### src/design/buck_voltage_pid_duty_defines.svh
// Assertion macros shared by the buck duty controller RTL.
`ifndef BUCK_VOLTAGE_PID_DUTY_DEFINES_SVH
`define BUCK_VOLTAGE_PID_DUTY_DEFINES_SVH

// Same-cycle implication, checked on every rising edge outside reset.
`define BVPD_ASSERT_NOW(name, ante, cons, msg) \
    name: assert property (@(posedge aclk) disable iff (!aresetn) (ante) |-> (cons)) \
        else $error(msg);

// Next-cycle implication, checked on every rising edge outside reset.
`define BVPD_ASSERT_NEXT(name, ante, cons, msg) \
    name: assert property (@(posedge aclk) disable iff (!aresetn) (ante) |=> (cons)) \
        else $error(msg);

`endif

### src/design/bvpd_pkg.sv
// Types, constants and the control program of the buck duty controller.
`default_nettype none

package bvpd_pkg;

    // Field and datapath widths.
    localparam int DUTY_BITS      = 12;
    localparam int VOLT_FRAC_BITS = 16;
    localparam int FB_MV_BITS     = 12;
    localparam int CFG_IDX_BITS   = 3;
    localparam int CFG_DATA_BITS  = 32;
    localparam int COEF_BITS      = 32;
    localparam int OPND_BITS      = 33;
    localparam int PROD_BITS      = 2 * OPND_BITS;
    localparam int ACC_BITS       = 74;
    localparam int HIST_BITS      = 40;
    localparam int ERR_BITS       = 22;
    localparam int PC_BITS        = 5;
    localparam int TDATA_BITS     = 16;

    localparam logic [DUTY_BITS-1:0] DUTY_MAX = '1;

    // Operating modes.
    typedef enum logic [1:0] {
        MODE_IDLE  = 2'd0,
        MODE_FIXED = 2'd1,
        MODE_PID   = 2'd2,
        MODE_FAULT = 2'd3
    } mode_t;

    // Configuration register indexes.
    typedef enum logic [CFG_IDX_BITS-1:0] {
        REG_MODE     = 3'd0,
        REG_PERCENT  = 3'd1,
        REG_SETPOINT = 3'd2,
        REG_B0       = 3'd3,
        REG_B1       = 3'd4,
        REG_B2       = 3'd5,
        REG_A1       = 3'd6,
        REG_A2       = 3'd7
    } reg_idx_t;

    // Coefficient reset values, signed Q2.30.
    localparam logic signed [COEF_BITS-1:0] B0_RESET = 32'sd536870912;
    localparam logic signed [COEF_BITS-1:0] B1_RESET = -32'sd1002337993;
    localparam logic signed [COEF_BITS-1:0] B2_RESET = 32'sd465676460;
    localparam logic signed [COEF_BITS-1:0] A1_RESET = -32'sd2144262423;
    localparam logic signed [COEF_BITS-1:0] A2_RESET = 32'sd1070520599;

    // Multiplier constants. The reciprocals are exact floors over the operand ranges used:
    // mv * ceil(2^32/125) >> 19 is floor(mv * 2^16 / 1000),
    // t * ceil(2^17/3) >> 17 is floor(t / 3) for t below 2^17,
    // x * ceil(2^26/100) >> 26 is floor(x / 100) for x below 2^20.
    localparam logic signed [OPND_BITS-1:0] RECIP_1000 = 33'sd34359739;
    localparam logic signed [OPND_BITS-1:0] RECIP_3    = 33'sd43691;
    localparam logic signed [OPND_BITS-1:0] RECIP_100  = 33'sd671089;

    // Linearization polynomial, Q30 coefficients.
    localparam logic signed [OPND_BITS-1:0] POLY_C1 = 33'sd3959208228;
    localparam logic signed [OPND_BITS-1:0] POLY_C2 = -33'sd15676631;
    localparam logic signed [OPND_BITS-1:0] POLY_C3 = -33'sd6227703;
    localparam logic signed [ACC_BITS-1:0]  POLY_C0_TERM = 74'sd35218732 <<< VOLT_FRAC_BITS;

    // Feedback clamp at 12 V, and the duty scale denominator (the same value).
    localparam logic [19:0] FB_MAX = 20'd786432;
    localparam logic signed [OPND_BITS-1:0] NEG_DUTY_LIMIT = -33'sd786432;
    // floor(t / 3) exceeds the duty range from this quotient of 2^18 upward.
    localparam logic [13:0] T_CLAMP = 14'd12288;

    // Output history saturation bounds.
    localparam logic signed [HIST_BITS-1:0] HIST_MAX = {1'b0, {(HIST_BITS-1){1'b1}}};
    localparam logic signed [HIST_BITS-1:0] HIST_MIN = {1'b1, {(HIST_BITS-1){1'b0}}};

    // Multiplier operand A sources.
    typedef enum logic [3:0] {
        OPA_ZERO, OPA_MV, OPA_V, OPA_V2, OPA_V3, OPA_E, OPA_E1, OPA_E2,
        OPA_Y1L, OPA_Y1H, OPA_Y2L, OPA_Y2H, OPA_T, OPA_PCT
    } opa_t;

    // Multiplier operand B sources.
    typedef enum logic [3:0] {
        OPB_ZERO, OPB_R1000, OPB_V, OPB_C1, OPB_C2, OPB_C3, OPB_B0, OPB_B1,
        OPB_B2, OPB_NA1, OPB_NA2, OPB_R3, OPB_R100
    } opb_t;

    // Datapath actions; those that use the product take the one registered by the step before.
    typedef enum logic [3:0] {
        ACT_NOP, ACT_WB_V, ACT_WB_V2, ACT_WB_V3, ACT_ACC_LDC0, ACT_ACC_LD,
        ACT_ACC_ADD, ACT_ACC_ADDH, ACT_ERR, ACT_YSAT, ACT_SCALE,
        ACT_FIN_PID, ACT_FIN_FIX, ACT_FIN_ZERO, ACT_FIN_HOLD
    } act_t;

    // Sequencing: next step, multiway jump on the mode, or end of program.
    typedef enum logic [1:0] {
        BR_SEQ, BR_MODE, BR_END
    } br_t;

    typedef struct packed {
        opa_t opa;
        opb_t opb;
        act_t act;
        br_t  br;
    } ucode_t;

    // Program entry points.
    localparam logic [PC_BITS-1:0] PC_START = 5'd0;
    localparam logic [PC_BITS-1:0] PC_PID   = 5'd1;
    localparam logic [PC_BITS-1:0] PC_IDLE  = 5'd21;
    localparam logic [PC_BITS-1:0] PC_HOLD  = 5'd22;
    localparam logic [PC_BITS-1:0] PC_FIX   = 5'd23;
    localparam logic [PC_BITS-1:0] PC_LAST  = 5'd24;

    function automatic ucode_t uw(opa_t a, opb_t b, act_t c, br_t d);
        return '{opa: a, opb: b, act: c, br: d};
    endfunction

    // Control store.
    function automatic ucode_t ucode_rom(logic [PC_BITS-1:0] pc);
        ucode_t w;
        case (pc)
            // Scale millivolts to Q16 volts, then dispatch on the mode.
            5'd0:  w = uw(OPA_MV,   OPB_R1000, ACT_NOP,      BR_MODE);
            // Cubic linearization.
            5'd1:  w = uw(OPA_ZERO, OPB_ZERO,  ACT_WB_V,     BR_SEQ);
            5'd2:  w = uw(OPA_V,    OPB_V,     ACT_NOP,      BR_SEQ);
            5'd3:  w = uw(OPA_V,    OPB_C1,    ACT_WB_V2,    BR_SEQ);
            5'd4:  w = uw(OPA_V2,   OPB_V,     ACT_ACC_LDC0, BR_SEQ);
            5'd5:  w = uw(OPA_V2,   OPB_C2,    ACT_WB_V3,    BR_SEQ);
            5'd6:  w = uw(OPA_V3,   OPB_C3,    ACT_ACC_ADD,  BR_SEQ);
            5'd7:  w = uw(OPA_ZERO, OPB_ZERO,  ACT_ACC_ADD,  BR_SEQ);
            5'd8:  w = uw(OPA_ZERO, OPB_ZERO,  ACT_ERR,      BR_SEQ);
            // Second-order section; output history terms split in 20-bit halves.
            5'd9:  w = uw(OPA_E,    OPB_B0,    ACT_NOP,      BR_SEQ);
            5'd10: w = uw(OPA_E1,   OPB_B1,    ACT_ACC_LD,   BR_SEQ);
            5'd11: w = uw(OPA_E2,   OPB_B2,    ACT_ACC_ADD,  BR_SEQ);
            5'd12: w = uw(OPA_Y1L,  OPB_NA1,   ACT_ACC_ADD,  BR_SEQ);
            5'd13: w = uw(OPA_Y1H,  OPB_NA1,   ACT_ACC_ADD,  BR_SEQ);
            5'd14: w = uw(OPA_Y2L,  OPB_NA2,   ACT_ACC_ADDH, BR_SEQ);
            5'd15: w = uw(OPA_Y2H,  OPB_NA2,   ACT_ACC_ADD,  BR_SEQ);
            5'd16: w = uw(OPA_ZERO, OPB_ZERO,  ACT_ACC_ADDH, BR_SEQ);
            5'd17: w = uw(OPA_ZERO, OPB_ZERO,  ACT_YSAT,     BR_SEQ);
            // Duty scaling and clamp.
            5'd18: w = uw(OPA_ZERO, OPB_ZERO,  ACT_SCALE,    BR_SEQ);
            5'd19: w = uw(OPA_T,    OPB_R3,    ACT_NOP,      BR_SEQ);
            5'd20: w = uw(OPA_ZERO, OPB_ZERO,  ACT_FIN_PID,  BR_END);
            // Idle and fault.
            5'd21: w = uw(OPA_ZERO, OPB_ZERO,  ACT_FIN_ZERO, BR_END);
            5'd22: w = uw(OPA_ZERO, OPB_ZERO,  ACT_FIN_HOLD, BR_END);
            // Fixed duty.
            5'd23: w = uw(OPA_PCT,  OPB_R100,  ACT_NOP,      BR_SEQ);
            5'd24: w = uw(OPA_ZERO, OPB_ZERO,  ACT_FIN_FIX,  BR_END);
            default: w = uw(OPA_ZERO, OPB_ZERO, ACT_FIN_ZERO, BR_END);
        endcase
        return w;
    endfunction

    // Entry point of each mode's program.
    function automatic logic [PC_BITS-1:0] mode_entry(mode_t m);
        logic [PC_BITS-1:0] pc;
        unique case (m)
            MODE_IDLE:  pc = PC_IDLE;
            MODE_FIXED: pc = PC_FIX;
            MODE_PID:   pc = PC_PID;
            MODE_FAULT: pc = PC_HOLD;
        endcase
        return pc;
    endfunction

endpackage

`default_nettype wire

### src/design/buck_voltage_pid_duty.sv
// Buck converter duty controller: microcoded sequencer around one shared multiplier.
//
// Usage. Each control tick is one beat on the s_ channel carrying the measured
// feedback in millivolts; each tick gives exactly one beat on the m_ channel
// with the 12-bit PWM duty and a flag that is set when the PID duty was
// clamped. Registers are written through cfg_wr_en / cfg_index / cfg_wdata
// while no tick is in progress.
// m_tvalid is set by the final step of the program for the current mode.
// s_tready is high whenever the sequencer is not running a program, so
// ticks are taken one at a time. The PID program runs 21 steps through the
// single 33 x 33 multiplier and the 74-bit accumulator.
// Reset (aresetn low, synchronous) loads the register defaults, clears the
// error and output histories and the last duty, and empties the output stage.
// A result waits in the output register while m_tready is low; a new tick
// may be accepted meanwhile, and its program stalls on its final step until
// the waiting beat is taken.
`default_nettype none
`include "buck_voltage_pid_duty_defines.svh"

module buck_voltage_pid_duty (
    input  logic        aclk,
    input  logic        aresetn,
    // Input beats.
    input  logic        s_tvalid,
    output logic        s_tready,
    input  logic [15:0] s_tdata,   // [11:0] sense_mv, [15:12] zero
    // Result beats.
    output logic        m_tvalid,
    input  logic        m_tready,
    output logic [15:0] m_tdata,   // [11:0] duty, [15:12] zero
    output logic [0:0]  m_tuser,   // [0] duty_clamped
    // Register writes.
    input  logic        cfg_wr_en,
    input  logic [2:0]  cfg_index,
    input  logic [31:0] cfg_wdata
);

    // Configuration registers.
    bvpd_pkg::mode_t mode_reg;
    logic [6:0]      pct_reg;
    logic [3:0]      setpoint_reg;
    logic signed [bvpd_pkg::COEF_BITS-1:0] b0_reg, b1_reg, b2_reg, a1_reg, a2_reg;

    // Sequencer.
    logic                         busy_reg, busy_next;
    logic [bvpd_pkg::PC_BITS-1:0] pc_reg, pc_next;
    bvpd_pkg::ucode_t             uc;
    logic                         fin_step, advance, step_en, in_beat;

    // Datapath.
    logic [bvpd_pkg::FB_MV_BITS-1:0]        feed_reg;
    logic signed [bvpd_pkg::OPND_BITS-1:0]  opnd_a, opnd_b;
    logic signed [bvpd_pkg::PROD_BITS-1:0]  prod_reg, prod_next;
    logic signed [bvpd_pkg::ACC_BITS-1:0]   acc_reg, prod_ext, prod_hi;
    logic [18:0]                            v_reg;
    logic [20:0]                            v2_reg;
    logic [22:0]                            v3_reg;
    logic signed [bvpd_pkg::ERR_BITS-1:0]   e_reg, e1_reg, e2_reg, e_next;
    logic signed [bvpd_pkg::HIST_BITS-1:0]  y_reg, y1_reg, y2_reg, y_next;
    logic [13:0]                            t_reg, t_next;
    logic                                   clamp_hi_reg, clamp_lo_reg;
    logic                                   clamp_hi_next, clamp_lo_next;
    logic [18:0]                            pct_scaled;
    logic signed [bvpd_pkg::OPND_BITS-1:0]  neg_a1, neg_a2;

    // Error and scale intermediates.
    logic signed [43:0]                     fb_q, ys;
    logic [19:0]                            fb;
    logic                                   big_pos, big_neg, in_range, hi_t;
    logic signed [bvpd_pkg::OPND_BITS-1:0]  y_mid, p_scaled;
    logic [13:0]                            t_full;
    logic [12:0]                            fix_q;

    // Finish and output stage.
    logic [bvpd_pkg::DUTY_BITS-1:0] fin_duty, last_duty_reg, duty_out_reg;
    logic                           fin_clamp, clamp_out_reg, m_tvalid_reg;

    // Configuration writes.
    always_ff @(posedge aclk) begin
        if (!aresetn) begin
            mode_reg     <= bvpd_pkg::MODE_IDLE;
            pct_reg      <= '0;
            setpoint_reg <= '0;
            b0_reg       <= bvpd_pkg::B0_RESET;
            b1_reg       <= bvpd_pkg::B1_RESET;
            b2_reg       <= bvpd_pkg::B2_RESET;
            a1_reg       <= bvpd_pkg::A1_RESET;
            a2_reg       <= bvpd_pkg::A2_RESET;
        end else if (cfg_wr_en) begin
            unique case (bvpd_pkg::reg_idx_t'(cfg_index))
                bvpd_pkg::REG_MODE:     mode_reg     <= bvpd_pkg::mode_t'(cfg_wdata[1:0]);
                bvpd_pkg::REG_PERCENT:  pct_reg      <= cfg_wdata[6:0];
                bvpd_pkg::REG_SETPOINT: setpoint_reg <= cfg_wdata[3:0];
                bvpd_pkg::REG_B0:       b0_reg       <= cfg_wdata;
                bvpd_pkg::REG_B1:       b1_reg       <= cfg_wdata;
                bvpd_pkg::REG_B2:       b2_reg       <= cfg_wdata;
                bvpd_pkg::REG_A1:       a1_reg       <= cfg_wdata;
                bvpd_pkg::REG_A2:       a2_reg       <= cfg_wdata;
            endcase
        end
    end

    // Step control: the final step waits while an earlier result is still held.
    assign uc       = bvpd_pkg::ucode_rom(pc_reg);
    assign fin_step = (uc.br == bvpd_pkg::BR_END);
    assign advance  = !(fin_step && m_tvalid_reg && !m_tready);
    assign step_en  = busy_reg && advance;
    assign s_tready = !busy_reg;
    assign in_beat  = s_tvalid && s_tready;

    always_comb begin
        busy_next = busy_reg;
        pc_next   = pc_reg;
        if (in_beat) begin
            busy_next = 1'b1;
            pc_next   = bvpd_pkg::PC_START;
        end else if (step_en) begin
            unique case (uc.br)
                bvpd_pkg::BR_SEQ:  pc_next = pc_reg + 1'b1;
                bvpd_pkg::BR_MODE: pc_next = bvpd_pkg::mode_entry(mode_reg);
                bvpd_pkg::BR_END:  busy_next = 1'b0;
                default:           busy_next = 1'b0;
            endcase
        end
    end

    always_ff @(posedge aclk) begin
        if (!aresetn) begin
            busy_reg <= 1'b0;
            pc_reg   <= bvpd_pkg::PC_START;
        end else begin
            busy_reg <= busy_next;
            pc_reg   <= pc_next;
        end
    end

    // Operand A select.
    assign pct_scaled = {pct_reg, 12'b0} - {12'b0, pct_reg};

    always_comb begin
        case (uc.opa)
            bvpd_pkg::OPA_MV:  opnd_a = $signed({21'b0, feed_reg});
            bvpd_pkg::OPA_V:   opnd_a = $signed({14'b0, v_reg});
            bvpd_pkg::OPA_V2:  opnd_a = $signed({12'b0, v2_reg});
            bvpd_pkg::OPA_V3:  opnd_a = $signed({10'b0, v3_reg});
            bvpd_pkg::OPA_E:   opnd_a = $signed({{11{e_reg[21]}}, e_reg});
            bvpd_pkg::OPA_E1:  opnd_a = $signed({{11{e1_reg[21]}}, e1_reg});
            bvpd_pkg::OPA_E2:  opnd_a = $signed({{11{e2_reg[21]}}, e2_reg});
            bvpd_pkg::OPA_Y1L: opnd_a = $signed({13'b0, y1_reg[19:0]});
            bvpd_pkg::OPA_Y1H: opnd_a = $signed({{13{y1_reg[39]}}, y1_reg[39:20]});
            bvpd_pkg::OPA_Y2L: opnd_a = $signed({13'b0, y2_reg[19:0]});
            bvpd_pkg::OPA_Y2H: opnd_a = $signed({{13{y2_reg[39]}}, y2_reg[39:20]});
            bvpd_pkg::OPA_T:   opnd_a = $signed({19'b0, t_reg});
            bvpd_pkg::OPA_PCT: opnd_a = $signed({14'b0, pct_scaled});
            default:           opnd_a = '0;
        endcase
    end

    // Operand B select; the denominator terms enter negated.
    assign neg_a1 = 33'sd0 - $signed({a1_reg[31], a1_reg});
    assign neg_a2 = 33'sd0 - $signed({a2_reg[31], a2_reg});

    always_comb begin
        case (uc.opb)
            bvpd_pkg::OPB_R1000: opnd_b = bvpd_pkg::RECIP_1000;
            bvpd_pkg::OPB_V:     opnd_b = $signed({14'b0, v_reg});
            bvpd_pkg::OPB_C1:    opnd_b = bvpd_pkg::POLY_C1;
            bvpd_pkg::OPB_C2:    opnd_b = bvpd_pkg::POLY_C2;
            bvpd_pkg::OPB_C3:    opnd_b = bvpd_pkg::POLY_C3;
            bvpd_pkg::OPB_B0:    opnd_b = $signed({b0_reg[31], b0_reg});
            bvpd_pkg::OPB_B1:    opnd_b = $signed({b1_reg[31], b1_reg});
            bvpd_pkg::OPB_B2:    opnd_b = $signed({b2_reg[31], b2_reg});
            bvpd_pkg::OPB_NA1:   opnd_b = neg_a1;
            bvpd_pkg::OPB_NA2:   opnd_b = neg_a2;
            bvpd_pkg::OPB_R3:    opnd_b = bvpd_pkg::RECIP_3;
            bvpd_pkg::OPB_R100:  opnd_b = bvpd_pkg::RECIP_100;
            default:             opnd_b = '0;
        endcase
    end

    // The shared multiplier, registered.
    assign prod_next = opnd_a * opnd_b;
    assign prod_ext  = {{(bvpd_pkg::ACC_BITS - bvpd_pkg::PROD_BITS){prod_reg[65]}}, prod_reg};
    assign prod_hi   = prod_ext <<< 20;

    // Feedback floor to Q16, clamp to the 0..12 V window, and error.
    always_comb begin
        fb_q = acc_reg[73:30];
        if (fb_q[43]) begin
            fb = '0;
        end else if (fb_q > $signed({24'b0, bvpd_pkg::FB_MAX})) begin
            fb = bvpd_pkg::FB_MAX;
        end else begin
            fb = fb_q[19:0];
        end
        e_next = $signed({2'b00, setpoint_reg, 16'h0000}) - $signed({2'b00, fb});
    end

    // Controller output floor to Q16 and saturation to the history width.
    always_comb begin
        ys = acc_reg[73:30];
        if (!ys[43] && (ys[42:39] != 4'h0)) begin
            y_next = bvpd_pkg::HIST_MAX;
        end else if (ys[43] && (ys[42:39] != 4'hF)) begin
            y_next = bvpd_pkg::HIST_MIN;
        end else begin
            y_next = ys[39:0];
        end
    end

    // Duty scaling: y * 4095 / (3 * 2^18), the last divide by 3 done on the multiplier.
    always_comb begin
        big_pos  = !y_reg[39] && (|y_reg[38:20]);
        big_neg  = y_reg[39] && !(&y_reg[38:20]);
        in_range = !big_pos && !big_neg;
        y_mid    = $signed({{12{y_reg[20]}}, y_reg[20:0]});
        p_scaled = (y_mid <<< 12) - y_mid;
        t_full   = p_scaled[31:18];
        hi_t     = (t_full >= bvpd_pkg::T_CLAMP);
        clamp_hi_next = big_pos || (in_range && !p_scaled[32] && hi_t);
        clamp_lo_next = big_neg ||
                        (in_range && p_scaled[32] && (p_scaled <= bvpd_pkg::NEG_DUTY_LIMIT));
        t_next   = (in_range && !p_scaled[32] && !hi_t) ? t_full : 14'd0;
    end

    // Result of the finishing step.
    assign fix_q = prod_reg[38:26];

    always_comb begin
        fin_duty  = '0;
        fin_clamp = 1'b0;
        case (uc.act)
            bvpd_pkg::ACT_FIN_PID: begin
                fin_clamp = clamp_hi_reg || clamp_lo_reg;
                if (clamp_hi_reg) begin
                    fin_duty = bvpd_pkg::DUTY_MAX;
                end else if (clamp_lo_reg) begin
                    fin_duty = '0;
                end else begin
                    fin_duty = prod_reg[28:17];
                end
            end
            bvpd_pkg::ACT_FIN_FIX: begin
                fin_duty = fix_q[12] ? bvpd_pkg::DUTY_MAX : fix_q[11:0];
            end
            bvpd_pkg::ACT_FIN_HOLD: fin_duty = last_duty_reg;
            default:                fin_duty = '0;
        endcase
    end

    // Datapath registers, updated by the current control word.
    always_ff @(posedge aclk) begin
        if (in_beat) begin
            feed_reg <= s_tdata[11:0];
        end
        if (step_en) begin
            prod_reg <= prod_next;
            case (uc.act)
                bvpd_pkg::ACT_WB_V:     v_reg   <= prod_reg[37:19];
                bvpd_pkg::ACT_WB_V2:    v2_reg  <= prod_reg[36:16];
                bvpd_pkg::ACT_WB_V3:    v3_reg  <= prod_reg[38:16];
                bvpd_pkg::ACT_ACC_LDC0: acc_reg <= bvpd_pkg::POLY_C0_TERM + prod_ext;
                bvpd_pkg::ACT_ACC_LD:   acc_reg <= prod_ext;
                bvpd_pkg::ACT_ACC_ADD:  acc_reg <= acc_reg + prod_ext;
                bvpd_pkg::ACT_ACC_ADDH: acc_reg <= acc_reg + prod_hi;
                bvpd_pkg::ACT_ERR:      e_reg   <= e_next;
                bvpd_pkg::ACT_YSAT:     y_reg   <= y_next;
                bvpd_pkg::ACT_SCALE: begin
                    t_reg        <= t_next;
                    clamp_hi_reg <= clamp_hi_next;
                    clamp_lo_reg <= clamp_lo_next;
                end
                default: ;
            endcase
        end
    end

    // Histories and last duty; only a PID tick shifts the histories.
    always_ff @(posedge aclk) begin
        if (!aresetn) begin
            e1_reg        <= '0;
            e2_reg        <= '0;
            y1_reg        <= '0;
            y2_reg        <= '0;
            last_duty_reg <= '0;
        end else if (step_en && fin_step) begin
            last_duty_reg <= fin_duty;
            if (uc.act == bvpd_pkg::ACT_FIN_PID) begin
                e2_reg <= e1_reg;
                e1_reg <= e_reg;
                y2_reg <= y1_reg;
                y1_reg <= y_reg;
            end
        end
    end

    // Output register.
    always_ff @(posedge aclk) begin
        if (!aresetn) begin
            m_tvalid_reg <= 1'b0;
        end else if (step_en && fin_step) begin
            m_tvalid_reg <= 1'b1;
        end else if (m_tready) begin
            m_tvalid_reg <= 1'b0;
        end
    end

    always_ff @(posedge aclk) begin
        if (step_en && fin_step) begin
            duty_out_reg  <= fin_duty;
            clamp_out_reg <= fin_clamp;
        end
    end

    assign m_tvalid = m_tvalid_reg;
    assign m_tdata  = {4'b0000, duty_out_reg};
    assign m_tuser  = clamp_out_reg;

    // Checks.
    `BVPD_ASSERT_NEXT(a_start_at_entry, in_beat,
        busy_reg && (pc_reg == bvpd_pkg::PC_START),
        "tick did not start the program at its entry")
    `BVPD_ASSERT_NOW(a_pc_in_program, busy_reg, pc_reg <= bvpd_pkg::PC_LAST,
        "program counter left the control store")
    `BVPD_ASSERT_NEXT(a_final_step_waits,
        busy_reg && fin_step && m_tvalid_reg && !m_tready,
        busy_reg && $stable(pc_reg),
        "final step did not wait for the held result")
    `BVPD_ASSERT_NOW(a_clamp_flags_excl,
        busy_reg && (uc.act == bvpd_pkg::ACT_FIN_PID),
        !(clamp_hi_reg && clamp_lo_reg),
        "duty clamped both high and low")
    `BVPD_ASSERT_NOW(a_clamped_at_limit, m_tvalid_reg && clamp_out_reg,
        (duty_out_reg == '0) || (duty_out_reg == bvpd_pkg::DUTY_MAX),
        "clamp flag set on a duty inside the range")

endmodule

`default_nettype wire
### config.mk
export PLATFORM = sky130hd
export DESIGN_NAME = buck_voltage_pid_duty
export DESIGN_NICKNAME = d
export VERILOG_FILES = /design/src/design/bvpd_pkg.sv /design/src/design/buck_voltage_pid_duty.sv
export VERILOG_INCLUDE_DIRS = /design/src /design/src/design
export SDC_FILE = /design/constraint.sdc
export NUM_CORES = 2
export LEC_CHECK = 0
export ABC_AREA = 1
export BUFFER_PORTS_ARGS = -buffer_cell sky130_fd_sc_hd__buf_2
export CORE_UTILIZATION = 30
export DETAILED_ROUTE_END_ITERATION = 16
export GPL_TIMING_DRIVEN = 0
export RECOVER_POWER = 25
export REMOVE_ABC_BUFFERS = 1
export SLEW_MARGIN = 20
export SYNTH_ARGS = -nofsm -noshare
export SYNTH_HDL_FRONTEND = slang
export SYNTH_SLANG_ARGS = --single-unit
export TNS_END_PERCENT = 5
### constraint.sdc
create_clock -name aclk -period 11.31 [get_ports aclk]
set_input_delay 1.131 -clock aclk [delete_from_list [all_inputs] [get_ports aclk]]
set_output_delay 1.131 -clock aclk [all_outputs]
set_load 0.02 [all_outputs]
Yosys cells after proc, flatten, opt, wreduce, memory -nomap -nowiden
Memories as Yosys holds them, arrays and structs flattened. A register that Yosys moved wholly into a read port is not among the register bits. Index checks and enable logic that the tools add are counted.

Shift-type cells: 0. $add $sub $neg: 9. Div/mod/pow operators: 0. Mux-type cells: 19. Equality and inequality tests: 52. Bitwise operators: 1. Reductions and logical operators: 58. Multiply operators: 1. Magnitude comparators: 3.

Operator list (count): $pmux 33 s13 (1); $pmux 33 s12 (1); $pmux 74 s4 (1); $add 74x66->74 (1); $add 74x74->74 (1); $eq 4x4->1 const B (17); $add 43x66->67 const A (1); $mul 33x33->66 (1); $sub 1x32->33 const A (2); $eq 4x3->1 const B (12); $gt 44x21->1 const B (1); $mux 20 (2); $mux 40 (1); $mux 12 (3); $pmux 12 s3 (1); $reduce_and 2->1 (18); $le 33x21->1 const B (1); $sub 33x21->33 (1); $eq 4x2->1 const B (6); $sub 20x20->21 (1); $pmux 5 s4 (1); $reduce_and 19->1 (1); $reduce_or 19->1 (1); $sub 19x7->19 (1); other kinds (22) (66).

Memories: 1. Memory bits (writable): 0. Latch bits: 0. Register bits: 622. ROM bits: 448. Output and inout port bits: 19.

Memory list: (name not given) (depth 32, bits a word 14, read ports 1, clocked after memory_dff 1, write ports 0, line bvpd_pkg.sv:120) `case (pc)`.

Longest topological paths before layout
Word-level depth: 8. Gate-level depth with buffers: 47. Depth with buffers taken out: 45.

Worst setup path before layout
Ideal clock, no wire load.

Path type: register to register. Start point: register, netlist name uc[9]. End point: register prod_reg[53] in the netlist's numbering (data pin). Cell stages (with the launch flop): 33. Clock period less this slack: 8655 ps. Setup slack: 2655 ps. Path buffers: 1. Arrival: 8395 ps. Library setup time: 260 ps. Path through: dfxtp_1 -> inv_1 -> nor2_2 -> inv_1 -> nor2_1 -> clkbuf_1 -> nand2_1 -> o211ai_1 -> a2111oi_0 -> nand2_1 -> inv_1 -> nor2_1 -> fa_1 -> fa_1 -> fa_1 -> inv_1 -> fa_1 -> inv_1 -> fa_1 -> fa_1 -> fa_1 -> inv_1 -> fa_1 -> inv_1 -> ha_1 -> nand2_1 -> nor2_1 -> inv_1 -> nor4_1 -> nand4_1 -> nand3_1 -> a21oi_1 -> xnor2_1.

Cells in the longest elaborated chain, start to end: 3. Elaborated cells on any way between the ends: 14.

RTL lines: $eq 4x4->1 (tied with other cells) (line buck_voltage_pid_duty.sv:164) `case (uc.opb)`; $pmux 33 s12 (*) (line buck_voltage_pid_duty.sv:164); $mul 33x33->66 (*) (line buck_voltage_pid_duty.sv:182) `assign prod_next = opnd_a * opnd_b;`; via prod_next (one bit) (line buck_voltage_pid_duty.sv:53) `logic signed [bvpd_pkg::PROD_BITS-1:0] prod_reg, prod_next;`; end signal: assignment (line buck_voltage_pid_duty.sv:257) `prod_reg <= prod_next;`; end: declaration (line buck_voltage_pid_duty.sv:53).

Mark *: on every way through the listed nets, which the timed path passes. The rest lies on a longest branch. A chain may end at the register's enable or synchronous reset.

Final worst setup path
Start point: register, netlist name uc[6]. End point: register prod_reg[53] in the netlist's numbering (data pin).

Cells in the longest elaborated chain, start to end: 3. Elaborated cells on any way between the ends: 14.

RTL lines (line): $eq 4x4->1 (tied with other cells) (buck_voltage_pid_duty.sv:164); $pmux 33 s12 (*) (buck_voltage_pid_duty.sv:164); $mul 33x33->66 (*) (buck_voltage_pid_duty.sv:182); via prod_next (one bit) (buck_voltage_pid_duty.sv:53).

Marked as above.

==> out/qor.yml <==
timing:
  fmax_mhz: 92.17
  relSlewSlack_pct: -250.1
  rsz0062_at_grt: "false"
  tightest_slew_ps: 5252
  final.setup.tns_ps: 0
  drv_slew: 324
  fin_crit_sh_pct: 95.93
  final.setup.worst_slack_ps: 460.3
  fin_crit_ps: 10850
  setup_violations: 0
  skew_ps: 49.37
  hold_viol: 0
clock_tree:
  cts-root-buf: "clkbuf_16"
  clockBufferDepth: 3
  ctsHtreeMaxLevel: 3
  numCtsBuffers: 70
  cts_tree: "done"
  cts_sinks: 633
  cts.clk_slew.worst_paths_ps: 60
  postCtsHoldBufs: 0
  clk_latency_ps: 690
synthesis:
  synthMuxAreaShare_pct: 0
  syn_inst: 9755
  seq_area_frac_synth_pct: 21.59
  ys_warn_count: 0
  ys_ff_latch: 633
  synth_xor_area_share_pct: 0.9738
  yosysTopAreaCell: "fa_1"
  synthSimpleGateAreaFrac_pct: 22.50
  yosysUniqueCellTypes: 67
  synth-edff-count: 305
  synth.area.top_cells: "fa_1 25%, edfxtp_1 13%, nand2_1 10%"
  syn_area_per_cell_um2: 7.468
  synth_compound_area_share_pct: 11.93
  synth_flop_cell: "dfxtp_1"
  yosys.area.top_type_share_pct: 24.65
  synth_async_sr_flop_share_pct: 0
  synth_top_family_by_area: "adder cells"
  synth-adder-area-share_pct: 31.04
  synth.cell_area_mm2: 0.07285
worst_setup_path:
  setup.worst_path.end_class: "flop"
  worstSetupPathType: "reg -> reg"
  critPathBufInv: 10
  crit_arrival_ps: 11220
  critical_path_depth: 33
  startpoint: "uc[6]$_DFF_P_"
  cp_max_fo: 14
  r2r-start: "uc[6]$_DFF_P_"
  slowest_delay_ps: 790
  crit_family: "adder cells"
  reg2regPathDepth: 33
  crit_slowest_cell: "fa_2"
  required_ps: 11680
  setup.worst_path.start_class: "flop"
detailed_routing:
  dr.pass1.iters: 7
  first_iter_violations: 6584
  vias_per_cell: 5.100
  remaining_drc_errors: 0
  ant_nets: 0
  wl_per_cell_um: 21.51
  vias: 65870
  drt-total-wl_mm: 277.8
hold_path:
  hp-start: "a1_reg[8]$_SDFFE_PN0P_"
  holdPathStages: 2
  hold_path.class: "reg -> reg"
status:
  violations: "max-capacitance violations, max-slew violations"
  status: "complete, but fails checks"
floorplanning:
  io_pins: 75
  core_area_mm2: 0.2410
  fp-row-count: 180
  initial_core_util_pct: 30.23
  dieArea_mm2: 0.2448
  die_w_um: 494.8
  die_h_um: 494.8
global_routing:
  grt_max_degree: 135
  grt_pass1_vias: 63390
  antenna_found_initial: 12
  grt_pass1_wl_mm: 412.0
  track_usage_pct: 22.52
  grt_remaining_overflow: 0
power_and_ir_drop:
  p_sw_mw: 10.54
  powerDensity_mw_per_mm2: 239.8
  pwr-share-comb_pct: 68.6
  intPower_mw: 8.616
  total_power_mw: 19.16
  switching_share_pct: 55.02
  p_clk_share_pct: 12.8
  ir_drop_v: 0.0003699
  p_leak_nw: 37.83
  pwr-share-seq_pct: 18.7
finish:
  final_util_pct: 33.15
  drive_gt1_share_pct: 5.029
  fin_nets: 10990
  largest_reg_flops: 74
  synthToLayoutAreaGrowth_pct: 9.668
  stdcell_count: 12920
job:
  drv_cap: 4
place:
  hpwl_mm: 221.7
  place_inst: 12770
  place.gp.congestion: 1.021
  io_buffers: 66
  dp_slack_ps: -569.7
## layer usage
layer | global-route usage [%] | wire (um) | up-vias
met1 | 29.93 | 115200 | 31990
li1 | - | - | 30450
met4 | 10.14 | 14200 | 0
met3 | 4.213 | 25150 | 563
met2 | 35.40 | 123300 | 2872
met5 | 0 | 0 | -
## metrics by stage
| step | hold slack, ps | cell area [um2] |
|---|---|---|
| floorplan | 423.9 | 71380 |
| global placement | 434.4 | 75700 |
| detailed placement | 442.2 | 77460 |
| CTS | 450.7 | 79910 |
| global route | 461.0 | 79880 |
| finish | 448.2 | 79890 |
## worst reg2reg max path, delay by kind of cell, from the launching register on
kind	cells	cell delay (ps)
DFF	1	490
xor gates and xnor gates	1	180
and+or+nand+nor	10	2320
AOI/OAI and AO/OA	3	500
buffers and inverters	10	2010
adders and majority gates	9	5080
## layout make-up
cell class | instances | area (um2)
fill | 25790 | 161100
multi-input combinational | 6884 | 48840
sequential | 633 | 15730
inverter | 1928 | 7256
tap | 3185 | 3985
clock buffer | 96 | 2012
timing repair buffer | 150 | 1652
clock inverter | 32 | 402.9
antenna | 8 | 20.02
timing repair inverter | 1 | 5.005
## synth_stat cells, drive strengths merged, types with 80 or more instances
| cell | n |
|---|---|
| fa | 897 |
| a21oi | 622 |
| edfxtp | 305 |
| dfxtp | 328 |
| buf | 94 |
| o21ai | 640 |
| clkbuf | 219 |
| ha | 372 |
| nor3 | 80 |
| nand2 | 2004 |
| nand3 | 414 |
| nand4 | 109 |
| nor2 | 1289 |
| inv | 1921 |
## final timing paths
path | end | slack, ps
worst max-delay path | prod_reg[53]$_DFFE_PP_ | 460
worst min-delay path | a1_reg[8]$_SDFFE_PN0P_ | 450
worst max register to register | prod_reg[53]$_DFFE_PP_ | 460
worst min register to register | a1_reg[8]$_SDFFE_PN0P_ | 450
## cell families after synthesis
group           count (synthesis)
compound gates               1551
fa+ha+maj                    1269
xor+xnor                       81
buf+inv                      2241
other cells                     1
simple gates                 3979
flops                         633
## power groups by stage
stage	sequential [mW]	clock, mW	combinational [mW]
2_1_floorplan	3.17	0	8.46
3_3_place_gp	3.63	0	12.6
3_5_place_dp	3.60	0	12.8
4_1_cts	3.55	2.47	12.9
5_1_grt	3.54	2.55	14.5
6_report	3.57	2.45	13.1
## cell usage in the layout, fill, tap and decap left out, drive strengths merged, types with 305 or more instances in the layout
cell type	count
nand2	2004
inv	1923
nor2	1289
fa	897
o21ai	640
a21oi	622
nand3	414
ha	372
dfxtp	328
edfxtp	305
## timing repair
item                       CTS  global route
setup endpoints to repair   21            18
pin swaps                    0             0
buffers inserted             3             2
cloned                       0             1
resized for setup            4             9
No activity file was read; power rests on OpenSTA's default activity.
